==> src/hdl/slkf_pkg.sv <==
// ============================================================================
// slkf_pkg
// Types, constants and helper functions shared by the serial line keyword
// filter modules.
// ============================================================================
package slkf_pkg;

    localparam int DEFAULT_LINE_DEPTH = 100;

    localparam int APB_ADDR_W = 4;
    localparam int APB_DATA_W = 32;

    localparam logic [1:0] REG_FILTER_ENABLE  = 2'd0;
    localparam logic [1:0] REG_ADDRESS_ENABLE = 2'd1;
    localparam logic [1:0] REG_TARGET_ADDRESS = 2'd2;

    localparam logic [15:0] TARGET_ADDRESS_RESET = 16'hFFFF;

    localparam logic MODE_RX   = 1'b0;
    localparam logic MODE_READ = 1'b1;

    localparam logic [7:0]  CH_CR         = 8'h0D;
    localparam logic [7:0]  CH_LF         = 8'h0A;
    localparam logic [7:0]  CH_FIRST_PRINT = 8'h20;
    localparam logic [7:0]  CH_LAST_PRINT  = 8'h7E;
    localparam logic [31:0] MARKER_WORD    = 32'h39393939;

    localparam logic [3:0] NIB_TEN = 4'd10;
    localparam logic [7:0] CH_ZERO = 8'h30;
    localparam logic [7:0] CH_HEX_BASE = 8'h37;

    typedef struct packed {
        logic       mode;
        logic [7:0] rx_byte;
        logic [6:0] read_index;
    } req_item_t;

    typedef struct packed {
        logic       line_accepted;
        logic [6:0] line_length;
        logic [7:0] read_data;
    } rsp_item_t;

    typedef struct packed {
        logic        filter_enable;
        logic        address_filter_enable;
        logic [15:0] target_address;
    } cfg_t;

    typedef struct packed {
        logic       accepted;
        logic       hit;
        logic [6:0] length;
    } step_t;

    function automatic logic [7:0] hex_char(input logic [3:0] nib);
        logic [7:0] ch;
        if (nib < NIB_TEN)
        begin
            ch = CH_ZERO + {4'h0, nib};
        end
        else
        begin
            ch = CH_HEX_BASE + {4'h0, nib};
        end
        return ch;
    endfunction

    function automatic logic [31:0] address_word(input logic [15:0] addr);
        return {hex_char(addr[15:12]), hex_char(addr[11:8]),
                hex_char(addr[7:4]), hex_char(addr[3:0])};
    endfunction

endpackage

==> src/hdl/serial_line_keyword_filter.sv <==
// ============================================================================
// serial_line_keyword_filter
// Assembles received serial bytes into lines, filters them on a keyword and
// an address, and keeps the last accepted line for read back.
// ============================================================================
// One item is accepted every cycle unless the input stalls, and its result
// passes through the registered read of the byte memory and then the output
// register. Lines and the stored message share one memory of 2*LINE_DEPTH
// bytes split into two banks; accepting a line swaps the banks, so no copy
// takes place. A result left waiting under stall still lets one more item in
// before the input stalls.
// ============================================================================
module serial_line_keyword_filter
    import slkf_pkg::*;
#(
    parameter int LINE_DEPTH = DEFAULT_LINE_DEPTH
)
(
    input  logic                  clk,
    input  logic                  rst_n,
    input  logic                  req_valid,
    output logic                  req_stall,
    input  req_item_t             req,
    output logic                  rsp_valid,
    input  logic                  rsp_stall,
    output rsp_item_t             rsp,
    input  logic                  psel,
    input  logic                  penable,
    input  logic                  pwrite,
    input  logic [APB_ADDR_W-1:0] paddr,
    input  logic [APB_DATA_W-1:0] pwdata,
    output logic [APB_DATA_W-1:0] prdata,
    output logic                  pready
);

    localparam int ADDR_W = $clog2(2 * LINE_DEPTH);

    cfg_t              cfg;
    step_t             step;
    logic              wr_en;
    logic [ADDR_W-1:0] wr_addr;
    logic [7:0]        wr_data;
    logic              rd_en;
    logic [ADDR_W-1:0] rd_addr;
    logic [7:0]        rd_data;

    logic              req_accept;
    logic              o_ready;
    logic              p_go;
    logic              p_valid_reg;
    logic              p_valid_next;
    step_t             p_step_reg;
    logic              o_valid_reg;
    logic              o_valid_next;
    rsp_item_t         o_item_reg;

    slkf_regs u_regs (
        .clk     (clk),
        .rst_n   (rst_n),
        .psel    (psel),
        .penable (penable),
        .pwrite  (pwrite),
        .paddr   (paddr),
        .pwdata  (pwdata),
        .prdata  (prdata),
        .pready  (pready),
        .cfg     (cfg)
    );

    slkf_line #(
        .LINE_DEPTH (LINE_DEPTH)
    ) u_line (
        .clk     (clk),
        .rst_n   (rst_n),
        .step_en (req_accept),
        .item    (req),
        .cfg     (cfg),
        .wr_en   (wr_en),
        .wr_addr (wr_addr),
        .wr_data (wr_data),
        .rd_en   (rd_en),
        .rd_addr (rd_addr),
        .step    (step)
    );

    slkf_buffer #(
        .LINE_DEPTH (LINE_DEPTH)
    ) u_buffer (
        .clk     (clk),
        .wr_en   (wr_en),
        .wr_addr (wr_addr),
        .wr_data (wr_data),
        .rd_en   (rd_en),
        .rd_addr (rd_addr),
        .rd_data (rd_data)
    );

    assign o_ready    = !o_valid_reg || !rsp_stall;
    assign p_go       = p_valid_reg && o_ready;
    assign req_stall  = p_valid_reg && !o_ready;
    assign req_accept = req_valid && !req_stall;

    always_comb
    begin
        p_valid_next = p_valid_reg;
        if (req_accept)
        begin
            p_valid_next = 1'b1;
        end
        else if (p_go)
        begin
            p_valid_next = 1'b0;
        end
        o_valid_next = o_valid_reg;
        if (p_go)
        begin
            o_valid_next = 1'b1;
        end
        else if (o_valid_reg && !rsp_stall)
        begin
            o_valid_next = 1'b0;
        end
    end

    always_ff @(posedge clk or negedge rst_n)
    begin
        if (!rst_n)
        begin
            p_valid_reg <= 1'b0;
            o_valid_reg <= 1'b0;
        end
        else
        begin
            p_valid_reg <= p_valid_next;
            o_valid_reg <= o_valid_next;
        end
    end

    always_ff @(posedge clk)
    begin
        if (req_accept)
        begin
            p_step_reg <= step;
        end
        if (p_go)
        begin
            o_item_reg.line_accepted <= p_step_reg.accepted;
            o_item_reg.line_length   <= p_step_reg.length;
            o_item_reg.read_data     <= p_step_reg.hit ? rd_data : 8'd0;
        end
    end

    assign rsp_valid = o_valid_reg;
    assign rsp       = o_item_reg;

endmodule

==> src/hdl/slkf_regs.sv <==
// ============================================================================
// slkf_regs
// APB configuration registers: filter enable, address filter enable and
// target address.
// ============================================================================
module slkf_regs
    import slkf_pkg::*;
(
    input  logic                  clk,
    input  logic                  rst_n,
    input  logic                  psel,
    input  logic                  penable,
    input  logic                  pwrite,
    input  logic [APB_ADDR_W-1:0] paddr,
    input  logic [APB_DATA_W-1:0] pwdata,
    output logic [APB_DATA_W-1:0] prdata,
    output logic                  pready,
    output cfg_t                  cfg
);

    cfg_t cfg_reg;
    cfg_t cfg_next;
    logic wr_en;

    assign pready = 1'b1;
    assign wr_en  = psel && penable && pwrite;

    always_comb
    begin
        cfg_next = cfg_reg;
        if (wr_en)
        begin
            case (paddr[3:2])
                REG_FILTER_ENABLE:  cfg_next.filter_enable = pwdata[0];
                REG_ADDRESS_ENABLE: cfg_next.address_filter_enable = pwdata[0];
                REG_TARGET_ADDRESS: cfg_next.target_address = pwdata[15:0];
                default:            cfg_next = cfg_reg;
            endcase
        end
    end

    always_comb
    begin
        case (paddr[3:2])
            REG_FILTER_ENABLE:  prdata = {31'd0, cfg_reg.filter_enable};
            REG_ADDRESS_ENABLE: prdata = {31'd0, cfg_reg.address_filter_enable};
            REG_TARGET_ADDRESS: prdata = {16'd0, cfg_reg.target_address};
            default:            prdata = '0;
        endcase
    end

    always_ff @(posedge clk or negedge rst_n)
    begin
        if (!rst_n)
        begin
            cfg_reg.filter_enable         <= 1'b0;
            cfg_reg.address_filter_enable <= 1'b0;
            cfg_reg.target_address        <= TARGET_ADDRESS_RESET;
        end
        else
        begin
            cfg_reg <= cfg_next;
        end
    end

    assign cfg = cfg_reg;

endmodule

==> src/hdl/slkf_buffer.sv <==
// ============================================================================
// slkf_buffer
// Byte memory holding two banks: the line being received and the stored
// message. One write port and one registered read port.
// ============================================================================
module slkf_buffer
    import slkf_pkg::*;
#(
    parameter int LINE_DEPTH = DEFAULT_LINE_DEPTH,
    localparam int ADDR_W = $clog2(2 * LINE_DEPTH)
)
(
    input  logic              clk,
    input  logic              wr_en,
    input  logic [ADDR_W-1:0] wr_addr,
    input  logic [7:0]        wr_data,
    input  logic              rd_en,
    input  logic [ADDR_W-1:0] rd_addr,
    output logic [7:0]        rd_data
);

    logic [7:0] mem [2 * LINE_DEPTH];
    logic [7:0] rd_data_reg;

    always_ff @(posedge clk)
    begin
        if (wr_en)
        begin
            mem[wr_addr] <= wr_data;
        end
    end

    always_ff @(posedge clk)
    begin
        if (rd_en)
        begin
            rd_data_reg <= mem[rd_addr];
        end
    end

    assign rd_data = rd_data_reg;

endmodule

==> src/hdl/slkf_line.sv <==
// ============================================================================
// slkf_line
// Line assembly and keyword matching. Tracks the fill pointer, the sliding
// window of recent characters, the match flags, the message length and which
// memory bank holds the line being received.
// ============================================================================
module slkf_line
    import slkf_pkg::*;
#(
    parameter int LINE_DEPTH = DEFAULT_LINE_DEPTH,
    localparam int ADDR_W = $clog2(2 * LINE_DEPTH),
    localparam int PTR_W  = $clog2(LINE_DEPTH)
)
(
    input  logic              clk,
    input  logic              rst_n,
    input  logic              step_en,
    input  req_item_t         item,
    input  cfg_t              cfg,
    output logic              wr_en,
    output logic [ADDR_W-1:0] wr_addr,
    output logic [7:0]        wr_data,
    output logic              rd_en,
    output logic [ADDR_W-1:0] rd_addr,
    output step_t             step
);

    localparam int CMP_W = (PTR_W > 7) ? PTR_W : 7;

    logic [PTR_W-1:0] fill_reg;
    logic [PTR_W-1:0] fill_next;
    logic [PTR_W-1:0] msg_len_reg;
    logic [PTR_W-1:0] msg_len_next;
    logic [23:0]      recent_reg;
    logic [23:0]      recent_next;
    logic             marker_reg;
    logic             marker_next;
    logic             addr_found_reg;
    logic             addr_found_next;
    logic             line_bank_reg;
    logic             line_bank_next;

    logic             is_rx;
    logic             is_lf;
    logic             printable;
    logic             room;
    logic             keep;
    logic             take;
    logic             lf_take;
    logic [31:0]      win;
    logic [CMP_W-1:0] idx_w;
    logic [CMP_W-1:0] len_w;
    logic [CMP_W-1:0] len_next_w;
    logic [PTR_W-1:0] idx_p;

    assign is_rx     = (item.mode == MODE_RX);
    assign is_lf     = (item.rx_byte == CH_LF);
    assign printable = (item.rx_byte >= CH_FIRST_PRINT) && (item.rx_byte <= CH_LAST_PRINT);
    assign room      = (fill_reg < PTR_W'(LINE_DEPTH - 1));
    assign keep      = is_rx && printable && room;
    assign take      = cfg.filter_enable
                     ? (marker_reg && (!cfg.address_filter_enable || addr_found_reg))
                     : (fill_reg != '0);
    assign lf_take   = is_rx && is_lf && take;
    assign win       = {recent_reg, item.rx_byte};

    assign idx_w = CMP_W'(item.read_index);
    assign len_w = CMP_W'(msg_len_reg);
    assign idx_p = idx_w[PTR_W-1:0];

    always_comb
    begin
        fill_next       = fill_reg;
        recent_next     = recent_reg;
        marker_next     = marker_reg;
        addr_found_next = addr_found_reg;
        msg_len_next    = msg_len_reg;
        line_bank_next  = line_bank_reg;
        if (is_rx && is_lf)
        begin
            fill_next       = '0;
            recent_next     = '0;
            marker_next     = 1'b0;
            addr_found_next = 1'b0;
            if (take)
            begin
                msg_len_next   = fill_reg;
                line_bank_next = !line_bank_reg;
            end
        end
        else if (keep)
        begin
            fill_next   = fill_reg + PTR_W'(1);
            recent_next = win[23:0];
            if (win == MARKER_WORD)
            begin
                marker_next = 1'b1;
            end
            if (win == address_word(cfg.target_address))
            begin
                addr_found_next = 1'b1;
            end
        end
    end

    always_ff @(posedge clk or negedge rst_n)
    begin
        if (!rst_n)
        begin
            fill_reg       <= '0;
            recent_reg     <= '0;
            marker_reg     <= 1'b0;
            addr_found_reg <= 1'b0;
            msg_len_reg    <= '0;
            line_bank_reg  <= 1'b0;
        end
        else if (step_en)
        begin
            fill_reg       <= fill_next;
            recent_reg     <= recent_next;
            marker_reg     <= marker_next;
            addr_found_reg <= addr_found_next;
            msg_len_reg    <= msg_len_next;
            line_bank_reg  <= line_bank_next;
        end
    end

    assign wr_en   = step_en && keep;
    assign wr_addr = line_bank_reg ? (ADDR_W'(fill_reg) + ADDR_W'(LINE_DEPTH))
                                   : ADDR_W'(fill_reg);
    assign wr_data = item.rx_byte;

    assign step.hit      = (item.mode == MODE_READ) && (idx_w < len_w);
    assign rd_en         = step_en && step.hit;
    assign rd_addr       = line_bank_reg ? ADDR_W'(idx_p)
                                         : (ADDR_W'(idx_p) + ADDR_W'(LINE_DEPTH));
    assign step.accepted = lf_take;
    assign len_next_w    = CMP_W'(msg_len_next);
    assign step.length   = len_next_w[6:0];

endmodule

==> config.mk <==
export PLATFORM = sky130hd
export DESIGN_NAME = serial_line_keyword_filter
export DESIGN_NICKNAME = d
export VERILOG_FILES = /design/src/hdl/slkf_pkg.sv /design/src/hdl/serial_line_keyword_filter.sv /design/src/hdl/slkf_regs.sv /design/src/hdl/slkf_buffer.sv /design/src/hdl/slkf_line.sv
export SDC_FILE = /design/constraint.sdc
export NUM_CORES = 2
export LEC_CHECK = 0
export ABC_AREA = 1
export BUFFER_PORTS_ARGS = -buffer_cell sky130_fd_sc_hd__buf_2
export CORE_ASPECT_RATIO = 1.4
export CORE_UTILIZATION = 40
export DETAILED_ROUTE_END_ITERATION = 10
export MAX_ROUTING_LAYER = met4
export SYNTH_ARGS = -nofsm -noshare
export SYNTH_HDL_FRONTEND = slang
export SYNTH_SLANG_ARGS = --single-unit
==> constraint.sdc <==
create_clock -name clk -period 5.5 [get_ports clk]
set_clock_uncertainty 0.15 [all_clocks]
set_input_delay 0.825 -clock clk [delete_from_list [all_inputs] [get_ports clk]]
set_output_delay 0.825 -clock clk [all_outputs]
set_load 0.01 [all_outputs]
# After elaboration in Yosys (flattened, before gate mapping)
# Memories as Yosys holds them, arrays and structs flattened. A register that Yosys moved wholly into a read port is not among the register bits.
# Index checks and enable logic that the tools add are counted.
[classes] add_sub_neg=11 mul=0 div_mod_pow=0 n_lt_le_gt_ge=8 eq_ne=5 shifts=0 muxes=34 n_bitwise=1 n_reduce_logical=37
[op_table] cell="2-to-1 mux 8 bit" count=14
[op_table] cell="adder 6 x 4 -> 7 bit, first input constant" count=8
[op_table] cell="2-to-1 mux 24 bit" count=2
[op_table] cell="case mux 16 bit (3 select lines)" count=1
[op_table] cell="equality test 32 x 30 -> 1 bit, second input constant" count=1
[op_table] cell="equality test 32 bit" count=1
[op_table] cell="2-to-1 mux 7 bit" count=4
[op_table] cell="adder 7 x 7 -> 8 bit, second input constant" count=2
[op_table] cell="less-than comparator 4 bit, second input constant" count=4
[op_table] cell="logical AND 1 bit" count=15
[op_table] cell="2-to-1 mux 1 bit" count=13
[op_table] cell="nonzero test 2 bit" count=5
[op_table] cell="AND reduction 3 bit" count=3
[op_table] cell="equality test 8 x 4 -> 1 bit, second input constant" count=1
[op_table] cell="greater-or-equal comparator 8 x 6 -> 1 bit, second input constant" count=1
[op_table] cell="<= comparator 8 x 7 -> 1 bit, second input constant" count=1
[op_table] cell="AND reduction 2 bit" count=4
[op_table] cell="adder 7 x 1 -> 7 bit, second input constant" count=1
[op_table] cell="less-than comparator 7 bit" count=1
[op_table] cell="less-than comparator 7 bit, second input constant" count=1
[op_table] cell="nonzero test 7 bit" count=1
[op_table] cell="zero test 1 bit" count=6
[op_table] cell="equality test 2 x 1 -> 1 bit, second input constant" count=1
[op_table] cell="equality test 2 bit, second input constant" count=1
[op_table] cell="3 further kinds" count=4
[totals] regBits=86 latch_bits=0 mem_bits_rw=1600 romBits=0 in_bits=59 output_inout_bits=51 elab_cells=114 memories=1
[memory_table] name="u_buffer.mem" depth=200 word_bits=8 rd=1 rd_clocked_by_memory_dff=1 write_ports=1 line="slkf_buffer.sv:22" rtl="logic [7:0] mem [2 * LINE_DEPTH];"

# Longest topological paths before layout
[depth] word_depth=10 depth_mapped=15 ltp_nobuf=14

# Cells and area by module
# A second synthesis with hierarchy kept.
[unflattened] hier_cells=6223 area_unflattened_um2=70712.8
[modules_own_cells] mod="slkf_buffer" n_inst=1 cells_each=5536 area_per_inst_um2=65484.1 seq_area_each_um2=48286.3
[modules_own_cells] mod="slkf_line" n_inst=1 cells_each=492 area_per_inst_um2=3266.9 seq_area_each_um2=1026.0
[modules_own_cells] mod="slkf_regs" n_inst=1 cells_each=141 area_per_inst_um2=1056.0 seq_area_each_um2=470.5
[modules_own_cells] mod="serial_line_keyword_filter" n_inst=1 cells_each=54 area_per_inst_um2=905.9 seq_area_each_um2=800.8

# Least setup slack after synthesis
# No wires, ideal clock.
[synth_timing] path_kind="in2reg" from="input port rsp_stall" to="memory u_buffer.mem[199][0], enable pin" setup_time_ns=0.370 arrival_time_ns=2.297 t_required_ns=4.980 slack_ns=2.683 cell_stages=10 path_buffers=1 path_cell_list="nand2_1 inv_1 nand2_1 nand2_1 nor2_1 nand3_1 nor2_1 nand2_1 clkbuf_1 nor2_1"
[synth_via] elab_chain_cells=9
[synth_rtl] element="start, declared" line="serial_line_keyword_filter.sv:25" rtl="input logic rsp_stall,"
[synth_rtl] element="zero test 1 bit" line="serial_line_keyword_filter.sv:98" rtl="assign o_ready = !o_valid_reg || !rsp_stall;"
[synth_rtl] element="logical OR 1 bit" line="serial_line_keyword_filter.sv:98"
[synth_rtl] element="zero test 1 bit" line="serial_line_keyword_filter.sv:100" rtl="assign req_stall = p_valid_reg && !o_ready;"
[synth_rtl] element="logical AND 1 bit" line="serial_line_keyword_filter.sv:100"
[synth_rtl] element="zero test 1 bit" line="serial_line_keyword_filter.sv:101" rtl="assign req_accept = req_valid && !req_stall;"
[synth_rtl] element="logical AND 1 bit" line="serial_line_keyword_filter.sv:101"
[synth_rtl] element="logical AND 1 bit" line="slkf_line.sv:128" rtl="assign wr_en = step_en && keep;"
[synth_rtl] element="2-to-1 mux 1 bit" line="slkf_buffer.sv:27" rtl="if (wr_en)"
[synth_rtl] element="2-to-1 mux 1 bit (not written as such)" line="slkf_buffer.sv:29" rtl="mem[wr_addr] <= wr_data;"
[synth_rtl] element="end, declared" line="slkf_buffer.sv:22"
# No other way between the ends.

# Final worst setup path
[layout_timing] from="register u_line.fill_reg[2]" to="memory u_buffer.mem[129][5], enable pin"
[layout_via] elab_chain_cells=5 word_cells_on_any_way=7 classes_between="add/sub (1); order compare (1); mux (3); reduce/logical (2)"
[layout_rtl] element="start, declared" line="slkf_line.sv:30" rtl="logic [PTR_W-1:0] fill_reg;"
[layout_rtl] element="start signal, assigned" line="slkf_line.sv:119" rtl="fill_reg <= fill_next;"
[layout_rtl] element="less-than comparator 7 bit" line="slkf_line.sv:59" rtl="assign room = (fill_reg < PTR_W'(LINE_DEPTH - 1));"
[layout_rtl] element="logical AND 1 bit" line="slkf_line.sv:60" rtl="assign keep = is_rx && printable && room;"
[layout_rtl] element="logical AND 1 bit" line="slkf_line.sv:128"
[layout_rtl] element="2-to-1 mux 1 bit" line="slkf_buffer.sv:27"
[layout_rtl] element="2-to-1 mux 1 bit (not written as such)" line="slkf_buffer.sv:29"
# Parallel ways exist; a longest one is shown, timed or not.

==> results.ini <==
[floorplan]
num_rows=181
die_x_um=355
start_util_pct=40.3
die_y_um=497
ios=110
core_um2=174000
die_area_um2=177000

[clocking]
postCtsSetupRepairBufs=0
cts.hold.buffers_added=0
cts_root_buf=clkbuf_16
clkLatencyLatePin_ns=0.79
cts_tree=yes
cts_buffers=151
cts.clk_slew.worst_paths_ns=0.07
clock_sinks=1694
post_cts_resized=0
cts_buffer_depth=3
cts_max_level=4

[placed_design]
routabilityCongestion=0.902
place_area_um2=72500
port_buffers=74
hpwlAfterDp_mm=109
place_inst=8168

[routing]
viasPerCell=5.32
vias=44934
drc=6
ant_nets=0
wl_per_cell_um=21.8
drt-initial-drc-count=4183
drt_first_pass_iters=9
routed_wl_mm=184

[critical_path]
endpoint_kind=flip-flop
path_max_fanout=16
criticalPathCategory=flip-flop to flip-flop
worstSetupStartpointType=flip-flop
cp.required_ns=5.75
worstPathArrival_ns=4.30

[run_status]
violations=design-rule violations
status=finished, violations left

[power]
power_leakage_nw=27.2
powerDensity_nw_per_um2=346
p_total_mw=26.7
ir_drop_v=0.000340

[timing]
drv_slew=0
min_period_over_period_pct=73.7
finalSetupViolations=0
finalCriticalPeriod_ns=4.05
clock.fmax_mhz=247
rsz0062_at_grt=false
hold_viol=0
max_slew.worst_pin.slew_ns=1.10
finalSetupTns_ns=0
max_slew_margin_pct=26.6

[logic_synthesis]
yosys_register_bits=1694
synthCells=6097
seq_area_frac_synth_pct=72.3
avgSynthCellArea_um2=11.5
ys_types=33
yosysWarnings=0
netlist_area_um2=69900

[grt]
grt_pass1_vias=43393
overflow=0
grt_max_degree=198
antenna_found_initial=5
grt_pass1_wl_mm=276
track_usage_pct=21.4

[finish]
layout.cells.non_filler=8442
final.fill_count=15649
largest_reg_flops=1600
final_util_pct=44.4
design_area_um2=77200
synthToLayoutAreaGrowth_pct=10.4
drive_above_1_share_pct=6.54
nNetsFinal=6110

[job]
cap_violations=0

[min_path]
worstHoldPathType=input pin to async pin

[stage by stage]
stage,worst slack [ns],hold slack (ns)
after floorplan,2.68,0.250
after global placement,1.36,0.267
after detailed placement,1.31,0.256
after CTS,1.46,0.0437
after global routing,1.41,0.0907
final,1.45,0.0635
[area by class of cell]
type | count | area (um^2) | share of cell area [%]
clock inverters | 74 | 626 | 0.810
multi-input cells | 3887 | 17100 | 22.1
repair buffers | 174 | 1470 | 1.91
clock buffers | 195 | 4070 | 5.27
inverters | 126 | 494 | 0.640
well taps | 2287 | 2860 | 3.71
flip-flops and latches | 1694 | 50600 | 65.5
diodes | 5 | 12.5 | 0.0162
[report_power, final]
group          switching [mW]  leakage (nW)  internal, mW
clock network            4.62          2.29          5.65
logic                    1.55          9.61         0.540
registers               0.103          15.3          14.3
[worst paths after layout]
kind,from,to,slack [ns],cells after the start
max,u_line.fill_reg[2]$_DFFE_PN0P_,u_buffer.mem[129][5]$_DFFE_PP_,1.45,7
min reg2reg,p_step_reg[3]$_DFFE_PP_,rsp[11]$_DFFE_PP_,0.27,0
max in group asynchronous,rst_n,u_line.recent_reg[0]$_DFFE_PN0P_,4.63,2
max reg2reg,u_line.fill_reg[2]$_DFFE_PN0P_,u_buffer.mem[129][5]$_DFFE_PP_,1.45,7
min,rst_n,u_line.recent_reg[2]$_DFFE_PN0P_,0.06,2
min in group clk,rsp_stall,rsp_valid$_DFFE_PN0P_,0.10,3
[placed cells by master, fill, tap and decap left out, types with 2 or more instances in the layout]
| cell | count |
|---|---|
| nand4_1 | 14 |
| clkinv_1 | 34 |
| edfxtp_1 | 1633 |
| xnor2_1 | 4 |
| inv_6 | 5 |
| nor3_1 | 2 |
| clkbuf_16 | 157 |
| diode_2 | 5 |
| inv_8 | 2 |
| dfstp_2 | 16 |
| nor4_1 | 3 |
| o21ai_1 | 8 |
| ha_1 | 17 |
| conb_1 | 17 |
| bufinv_16 | 9 |
| o22ai_1 | 33 |
| clkinv_2 | 21 |
| nand3_1 | 1447 |
| buf_12 | 21 |
| xor2_1 | 14 |
| or2_2 | 2 |
| buf_2 | 64 |
| o21ai_0 | 101 |
| clkinv_8 | 4 |
| o211ai_1 | 8 |
| clkinvlp_4 | 3 |
| nand2_1 | 1860 |
| dfrtp_1 | 45 |
| a21oi_1 | 12 |
| buf_8 | 2 |
| buf_4 | 79 |
| inv_1 | 120 |
| nor2_1 | 334 |
| clkbuf_1 | 38 |
| xor2_4 | 2 |
| clkbuf_8 | 8 |
[cell families (layout without fill, tap and decap cells)]
kind of cell / count (synthesis) / in the layout / share of synthesized area (%)
fa+ha+maj: 17 / 17 / 0.304
compound gates: 166 / 166 / 1.29
flops: 1694 / 1694 / 72.3
buf+inv: 531 / 569 / 3.43
other cells: 2 / 22 / 0.0107
simple gates: 3665 / 3665 / 22.3
xor+xnor: 21 / 21 / 0.283
mux: 1 / 1 / 0.0161
[Yosys cell counts, drive strengths merged]
library cell     n  share of area [%]
edfxtp        1633                 70
nand3         1447                 10
or2              2              0.018
conb             2              0.011
ha              17               0.30
a211oi           1              0.011
xnor2            4              0.050
nor2           335                1.8
nand4           14               0.13
xor2            16               0.20
o21a             1              0.011
dfrtp           45                1.6
clkinv           1             0.0054
nor3             2              0.014
nor4             3              0.027
nor3b            1              0.011
buf            277                2.1
mux2             1              0.016
clkbuf         128               0.69
a21oi           13              0.093
xnor3            1              0.032
dfstp           16               0.60
inv            125               0.67
o22ai           33               0.30
nand2         1861                 10
o21ai          110               0.79
o211ai           8              0.086
[worst max-delay path, stage by stage, from the launching register on]
cell and delay (ns):
dfrtp_1 0.46, ha_1 0.27, nand2_1 0.09, xor2_1 0.37, inv_1 0.11, nor2_1 0.55, nand2_1 0.64, nor2_1 1.03
[routing by layer]
| metal | up-vias | wire length [um] | part of all wire, % | track usage [%] |
|---|---|---|---|---|
| met5 | - | 0 | 0 | - |
| met4 | 0 | 7710 | 4.2 | 8.87 |
| met3 | 369 | 10600 | 5.8 | 2.96 |
| met2 | 1558 | 92400 | 50 | 35.6 |
| met1 | 21818 | 73700 | 40 | 26.2 |
| li1 | 21189 | - | - | - |
(Power assumes the default switching activity.)
